File: src/rtl/core/sfd_pkg.sv
// Shared types and constants for the sensor frame deframer.
package sfd_pkg;

    localparam int unsigned BYTE_W   = 8;
    localparam int unsigned POS_W    = 4;
    localparam int unsigned PART_W   = 24;
    localparam int unsigned COORD_W  = 16;
    localparam int unsigned DIST_W   = 32;
    localparam int unsigned CFG_IDX_W = 2;

    localparam logic [BYTE_W-1:0] HEADER_FIRST_RST  = 8'h23;
    localparam logic [BYTE_W-1:0] HEADER_SECOND_RST = 8'h66;
    localparam logic [BYTE_W-1:0] TAIL_BYTE_RST     = 8'h11;

    // configuration register indexes
    localparam logic [CFG_IDX_W-1:0] CFG_HEADER_FIRST  = 2'd0;
    localparam logic [CFG_IDX_W-1:0] CFG_HEADER_SECOND = 2'd1;
    localparam logic [CFG_IDX_W-1:0] CFG_TAIL_BYTE     = 2'd2;

    // byte positions within a frame
    localparam logic [POS_W-1:0] POS_HDR0   = 4'd0;
    localparam logic [POS_W-1:0] POS_HDR1   = 4'd1;
    localparam logic [POS_W-1:0] POS_X_LO   = 4'd2;
    localparam logic [POS_W-1:0] POS_X_HI   = 4'd3;
    localparam logic [POS_W-1:0] POS_Y_LO   = 4'd4;
    localparam logic [POS_W-1:0] POS_Y_HI   = 4'd5;
    localparam logic [POS_W-1:0] POS_D0     = 4'd6;
    localparam logic [POS_W-1:0] POS_D1     = 4'd7;
    localparam logic [POS_W-1:0] POS_D2     = 4'd8;
    localparam logic [POS_W-1:0] POS_D3     = 4'd9;
    localparam logic [POS_W-1:0] POS_TAIL   = 4'd10;
    localparam logic [POS_W-1:0] POS_IGNORE = 4'd11;

    typedef enum logic [2:0] {
        EV_X_UPDATED    = 3'd0,
        EV_Y_UPDATED    = 3'd1,
        EV_DIST_UPDATED = 3'd2,
        EV_TAIL_OK      = 3'd3,
        EV_TAIL_BAD     = 3'd4
    } event_t;

    typedef struct packed {
        logic [BYTE_W-1:0] header_first;
        logic [BYTE_W-1:0] header_second;
        logic [BYTE_W-1:0] tail_byte;
    } cfg_t;

    typedef struct packed {
        event_t             evt;
        logic [COORD_W-1:0] x;
        logic [COORD_W-1:0] y;
        logic [DIST_W-1:0]  distance;
    } result_t;

endpackage

File: src/rtl/core/sfd_cfg_regs.sv
// Configuration registers: expected header and tail bytes.
module sfd_cfg_regs
    import sfd_pkg::*;
(
    input  logic                 clk,
    input  logic                 rst_n,
    input  logic                 cfg_we,
    input  logic [CFG_IDX_W-1:0] cfg_index,
    input  logic [BYTE_W-1:0]    cfg_data,
    output cfg_t                 cfg
);

    cfg_t cfg_reg;

    always_ff @(posedge clk or negedge rst_n)
    begin
        if (!rst_n)
        begin
            cfg_reg.header_first  <= HEADER_FIRST_RST;
            cfg_reg.header_second <= HEADER_SECOND_RST;
            cfg_reg.tail_byte     <= TAIL_BYTE_RST;
        end
        else if (cfg_we)
        begin
            unique case (cfg_index)
                CFG_HEADER_FIRST:  cfg_reg.header_first  <= cfg_data;
                CFG_HEADER_SECOND: cfg_reg.header_second <= cfg_data;
                CFG_TAIL_BYTE:     cfg_reg.tail_byte     <= cfg_data;
                default:           ; // index beyond the register list is dropped
            endcase
        end
    end

    assign cfg = cfg_reg;

endmodule

File: src/rtl/core/sfd_parser.sv
// Frame position tracking and field assembly, one byte per cycle while accept is high.
module sfd_parser
    import sfd_pkg::*;
(
    input  logic              clk,
    input  logic              rst_n,
    input  cfg_t              cfg,
    input  logic              accept,
    input  logic [BYTE_W-1:0] rx_byte,
    output logic              res_load,
    output result_t           res
);

    logic [POS_W-1:0]   pos_reg,  pos_next;
    logic [PART_W-1:0]  part_reg, part_next;
    logic [COORD_W-1:0] x_reg,    x_next;
    logic [COORD_W-1:0] y_reg,    y_next;
    logic [DIST_W-1:0]  dist_reg, dist_next;
    logic               emit;
    event_t             evt;

    always_comb
    begin
        pos_next  = pos_reg;
        part_next = part_reg;
        x_next    = x_reg;
        y_next    = y_reg;
        dist_next = dist_reg;
        emit      = 1'b0;
        evt       = EV_X_UPDATED;
        unique case (pos_reg)
            POS_HDR0:
                pos_next = (rx_byte == cfg.header_first) ? POS_HDR1 : POS_HDR0;
            POS_HDR1:
                pos_next = (rx_byte == cfg.header_second) ? POS_X_LO : POS_HDR0;
            POS_X_LO, POS_Y_LO, POS_D0:
            begin
                part_next = {16'd0, rx_byte};
                pos_next  = pos_reg + 4'd1;
            end
            POS_X_HI:
            begin
                x_next   = {rx_byte, part_reg[7:0]};
                pos_next = POS_Y_LO;
                emit     = 1'b1;
                evt      = EV_X_UPDATED;
            end
            POS_Y_HI:
            begin
                y_next   = {rx_byte, part_reg[7:0]};
                pos_next = POS_D0;
                emit     = 1'b1;
                evt      = EV_Y_UPDATED;
            end
            POS_D1:
            begin
                part_next = {8'd0, rx_byte, part_reg[7:0]};
                pos_next  = POS_D2;
            end
            POS_D2:
            begin
                part_next = {rx_byte, part_reg[15:0]};
                pos_next  = POS_D3;
            end
            POS_D3:
            begin
                dist_next = {rx_byte, part_reg[23:0]};
                pos_next  = POS_TAIL;
                emit      = 1'b1;
                evt       = EV_DIST_UPDATED;
            end
            POS_TAIL:
            begin
                emit = 1'b1;
                if (rx_byte == cfg.tail_byte)
                begin
                    pos_next = POS_IGNORE;
                    evt      = EV_TAIL_OK;
                end
                else
                begin
                    pos_next = POS_HDR0;
                    evt      = EV_TAIL_BAD;
                end
            end
            default:
                pos_next = POS_HDR0; // trailing byte, or an unreachable position
        endcase
    end

    always_ff @(posedge clk or negedge rst_n)
    begin
        if (!rst_n)
        begin
            pos_reg  <= POS_HDR0;
            part_reg <= '0;
            x_reg    <= '0;
            y_reg    <= '0;
            dist_reg <= '0;
        end
        else if (accept)
        begin
            pos_reg  <= pos_next;
            part_reg <= part_next;
            x_reg    <= x_next;
            y_reg    <= y_next;
            dist_reg <= dist_next;
        end
    end

    // result carries the values as they stand after this byte
    assign res_load     = accept & emit;
    assign res.evt      = evt;
    assign res.x        = x_next;
    assign res.y        = y_next;
    assign res.distance = dist_next;

endmodule

File: src/rtl/core/sfd_out_stage.sv
// Output register holding one result item until the receiver takes it.
module sfd_out_stage
    import sfd_pkg::*;
(
    input  logic    clk,
    input  logic    rst_n,
    input  logic    res_load,
    input  result_t res,
    input  logic    out_stall,
    output logic    out_valid,
    output logic    busy,
    output result_t out_res
);

    logic    valid_reg;
    result_t data_reg;

    // a held item blocks new input; otherwise the register refills each cycle
    assign busy = valid_reg & out_stall;

    always_ff @(posedge clk or negedge rst_n)
    begin
        if (!rst_n)
        begin
            valid_reg <= 1'b0;
        end
        else if (!busy)
        begin
            valid_reg <= res_load;
        end
    end

    always_ff @(posedge clk)
    begin
        if (!busy && res_load)
        begin
            data_reg <= res;
        end
    end

    assign out_valid = valid_reg;
    assign out_res   = data_reg;

endmodule

File: src/rtl/core/sensor_frame_deframer_unit.sv
// Top level of the sensor frame deframer.
//
// Input channel: one received byte per item on rx_byte, handshaked by
// in_valid / in_stall. Output channel: one result item per commit of X, Y
// or distance and per tail check, on event_res, x_pos, y_pos and
// distance_bits, handshaked by out_valid / out_stall. Header bytes and the
// trailing byte of a frame produce no item.
// A result is registered and appears on the outputs in the cycle after its
// byte is accepted. Throughput: one byte per cycle while in_stall is low, set
// by the single position counter and the one-entry output register.
// When the receiver stalls with a result held, in_stall rises and input is
// held off until that item is taken; a byte that gives no result is still
// only taken once the output register is free.
// Configuration: cfg_we writes register cfg_index (0 first header byte,
// 1 second header byte, 2 tail byte); other indexes are ignored.
// Reset: asynchronous, active low; the block hunts for a header, committed
// values are cleared to zero and the expected bytes return to 0x23, 0x66 and 0x11.
module sensor_frame_deframer_unit
    import sfd_pkg::*;
(
    input  logic                      clk,
    input  logic                      rst_n,
    input  logic                      cfg_we,
    input  logic [CFG_IDX_W-1:0]      cfg_index,
    input  logic [BYTE_W-1:0]         cfg_data,
    input  logic                      in_valid,
    output logic                      in_stall,
    input  logic [BYTE_W-1:0]         rx_byte,
    output logic                      out_valid,
    input  logic                      out_stall,
    output logic [2:0]                event_res,
    output logic signed [COORD_W-1:0] x_pos,
    output logic signed [COORD_W-1:0] y_pos,
    output logic [DIST_W-1:0]         distance_bits
);

    cfg_t    cfg;
    logic    accept;
    logic    res_load;
    logic    busy;
    result_t res;
    result_t out_res;

    sfd_cfg_regs u_cfg (
        .clk       (clk),
        .rst_n     (rst_n),
        .cfg_we    (cfg_we),
        .cfg_index (cfg_index),
        .cfg_data  (cfg_data),
        .cfg       (cfg)
    );

    assign in_stall = busy;
    assign accept   = in_valid & ~busy;

    sfd_parser u_parser (
        .clk      (clk),
        .rst_n    (rst_n),
        .cfg      (cfg),
        .accept   (accept),
        .rx_byte  (rx_byte),
        .res_load (res_load),
        .res      (res)
    );

    sfd_out_stage u_out (
        .clk       (clk),
        .rst_n     (rst_n),
        .res_load  (res_load),
        .res       (res),
        .out_stall (out_stall),
        .out_valid (out_valid),
        .busy      (busy),
        .out_res   (out_res)
    );

    assign event_res     = out_res.evt;
    assign x_pos         = out_res.x;
    assign y_pos         = out_res.y;
    assign distance_bits = out_res.distance;

endmodule
File: config.mk
export PLATFORM = sky130hd
export DESIGN_NAME = sensor_frame_deframer_unit
export DESIGN_NICKNAME = d
export VERILOG_FILES = /design/src/rtl/core/sfd_pkg.sv /design/src/rtl/core/sfd_cfg_regs.sv /design/src/rtl/core/sfd_parser.sv /design/src/rtl/core/sfd_out_stage.sv /design/src/rtl/core/sensor_frame_deframer_unit.sv
export SDC_FILE = /design/constraint.sdc
export NUM_CORES = 1
export LEC_CHECK = 0
export BUFFER_PORTS_ARGS = -buffer_cell sky130_fd_sc_hd__clkbuf_2
export CAP_MARGIN = 20
export CORE_MARGIN = 2
export CORE_UTILIZATION = 58
export CTS_CLUSTER_DIAMETER = 150
export DETAILED_ROUTE_END_ITERATION = 7
export HOLD_SLACK_MARGIN = 0.05
export PLACE_DENSITY_LB_ADDON = 0.1
export SLEW_MARGIN = 40
export SYNTH_ARGS = -nofsm -noshare
export SYNTH_HDL_FRONTEND = slang
export SYNTH_SLANG_ARGS = --single-unit
File: constraint.sdc
create_clock -name clk -period 6.4 [get_ports clk]
set_clock_uncertainty 0.05 [all_clocks]
set_input_delay 1.28 -clock clk [delete_from_list [all_inputs] [get_ports clk]]
set_output_delay 1.28 -clock clk [all_outputs]
set_load 0.005 [all_outputs]
==> metrics.yaml <==
run_status:
  status: "completed"
synth:
  syn_area_sq_mm: 0.00777
  synth_area_per_cell_sq_um: 12.4
  synth_edf_count: 67
  yosysWarnings: 0
  netlist_instances: 625
  synth_top_area_share_pct: 34.8
  yosysTopAreaCell: "dfrtp_1"
  yosysUniqueCellTypes: 43
  synth_most_common_cell: "nand2_1"
  synth-seq-cells: 184
  syn-num-nets: 652
  async_flop_share_pct: 63.6
  ys_top_cells_by_count: "200 x nand2_1, 108 x dfrtp_1, 95 x mux2_2, 67 x edfxtp_1, 24 x xnor2_1"
  ys.flop_type: "dfrtp_1"
  synth-seq-area-share_pct: 63.7
  ys_top_cells_by_area: "dfrtp_1 35%, edfxtp_1 26%, mux2_2 14%"
worst_setup_path:
  crit_path_cell_trace: "clkbuf_2 -> nand2_2 -> inv_1 -> clkbuf_2"
  worstSetupStartpointType: "primary input"
  r2r_slack_ns: 3.81
  worstPathArrival_ns: 1.61
  rr_endpoint: "u_out.out_res[54]$_DFFE_PP_"
  cp_num_buf_inv: 3
  slowest_stage: "clkbuf_2"
  r2r_cells: 7
  cp_common_cell: "clkbuf_2"
  rr_startpoint: "u_parser.pos_reg[0]$_DFFE_PN0P_"
  crit_type: "in -> out"
  path_delay_family: "buffers and inverters"
  worstPathRequired_ns: 5.07
  slowest_delay_ns: 0.11
  end_kind: "output pin"
  crit_fanout: 3
grt:
  grt_overflow: 0
  antenna_found_initial: 0
  grt_pass1_wl_microns: 25800
  gr-usage-all-layers_pct: 23.8
  grt_start_max_net_pins: 80
  grt_pass1_vias: 4889
cts:
  clockBufferDepth: 2
  post_cts_resized: 0
  root_buffer: "clkbuf_16"
  postCtsSetupBuffers: 0
  clk_latency_ns: 0.44
  cts.sinks: 184
  cts-htree-levels: 4
  cts_tree: "built"
  cts_hold_buf: 0
  cts_inserted_buffers: 17
  clk_pin_slew_ns: 0.06
cells_and_area:
  seq_area_sq_mm: 0.00495
  n_antenna_cell: 0
  finalNetCount: 732
  finish.utilization_pct: 67.4
  fill_cells: 978
  largest_register_ffs: 67
  drive_gt1_share_pct: 33.4
  multi_input_area_sq_mm: 0.00266
  area_growth_pct: 14.3
  stdcell_count: 894
sta:
  holdWs_ns: 0.418
  rsz0062_at_grt: "no"
  fmax_ghz: 0.340
  tightest_slew_ns: 0.726
  setup_slack_ns: 3.46
  tns_ns: 0
  final-setup-viol-count: 0
  relSlewSlack_pct: 51.6
  drv_slew: 0
  period_minus_slack_ns: 2.94
  hold_viol: 0
  post-route-period-util_pct: 45.9
worst_hold_path:
  hp-class: "reg -> reg"
  whs_path_depth: 2
  min_from: "u_parser.y_reg[9]$_DFFE_PN0P_"
  min_to: "u_parser.y_reg[9]$_DFFE_PN0P_"
floorplanning:
  die_y_microns: 120
  dieArea_sq_mm: 0.0143
  start_util_pct: 58.9
  io_pins: 92
  dieWidth_microns: 120
  core_sq_mm: 0.0132
  rows: 42
drt:
  wl_per_cell_microns: 17.3
  vias: 4863
  detail-route-antenna-nets: 0
  vias_per_cell: 5.44
  drc: 0
  firstDrtPassIters: 4
  drt_iter0_drc: 349
  routed_wl_microns: 15400
flow_run:
  drv_cap: 0
pwr:
  peakVddDrop_mv: 0.204
  pwr_density_cell_mw_per_mm2: 416
  leakage_uw: 0.00414
placed_design:
  place_ws_ns: 3.23
  io_buffers: 91
  gp_congestion: 0.798
  dp_hpwl_microns: 9950
  dp_cells: 862
## cells in the final DEF, fill, tap and decap left out, types with 3 or more instances in the layout
master     netlist  layout
nand2_1        200     200
ha_1             4       4
buf_4            1       5
edfxtp_1        67      67
clkbuf_2         0      90
a21oi_1          4       4
nor2_1           7       7
dfrtp_1        108     108
mux2_2          95      95
nand4_1          4       4
clkinv_4         0       3
dfstp_2          9       9
clkbuf_1        15       6
a22o_1          17      17
clkbuf_16        0      17
o21ai_0          5       5
clkinv_2         0       3
nand3_1          6       6
inv_1            6       6
xnor2_1         24      24
nor3_1           5       5
## worst max path at each step
stage	startpoint	endpoint	slack (ns)	cells past startpoint
2_1_floorplan	out_stall	u_out.out_valid$_DFFE_PN0N_	0.21	4
3_3_place_gp	out_stall	u_out.out_res[60]$_DFFE_PP_	3.32	5
3_5_place_dp	out_stall	u_out.out_res[4]$_DFFE_PP_	3.23	5
4_1_cts	out_stall	in_stall	3.46	4
5_1_grt	out_stall	in_stall	3.42	4
6_report	out_stall	in_stall	3.46	4
## through the flow
stage / total power, uW / cell area (sq um)
2_1_floorplan: 2440 / 7770
3_3_place_gp: 2720 / 8340
3_5_place_dp: 2760 / 8340
4_1_cts: 3730 / 8880
5_1_grt: 3920 / 8890
6_report: 3700 / 8890
## routing by layer
layer  share of wire (%)  global-route usage, %  wire length [microns]  vias to the layer above
li1                    -                      -                      -                     2294
met2                  49                   37.5                   7560                      118
met4                 1.5                   8.46                    231                        0
met1                  45                   33.4                   6970                     2432
met3                 4.4                   4.71                    687                       19
met5                   0                      0                      0                        -
## power by group
group / switching (uW) / total [uW] / leakage, uW / internal, uW
sequential: 198 / 1830 / 0.00216 / 1630
combinational: 499 / 911 / 0.00172 / 412
clock: 413 / 957 / 0.000264 / 544
total: 1110 / 3700 / 0.00414 / 2590
## tightest hold or removal path, stage by stage, from the launching register on
cell	delay, ns
dfrtp_1	0.34
nand2_1	0.05
nand2_1	0.05
## area by class of cell
cell class / count / area share, %
Clock buffer: 24 / 5.19
Sequential cell: 184 / 55.7
Multi-Input combinational cell: 400 / 29.9
Timing Repair Buffer: 96 / 5.62
Clock inverter: 8 / 0.845
Inverter: 6 / 0.253
Tap cell: 176 / 2.48
## kinds of logic (layout without fill, tap and decap cells)
logic type / after synthesis / in the layout / synth area share (%)
buffers and inverters: 41 / 134 / 2.37
xor gates and xnor gates: 24 / 24 / 2.70
muxes: 96 / 96 / 14.0
adders and majority gates: 4 / 4 / 0.644
AOI/OAI and AO/OA: 40 / 40 / 4.22
DFF: 184 / 184 / 63.7
and+or+nand+nor: 236 / 236 / 12.4
Power figures use the tool's default switching activity.
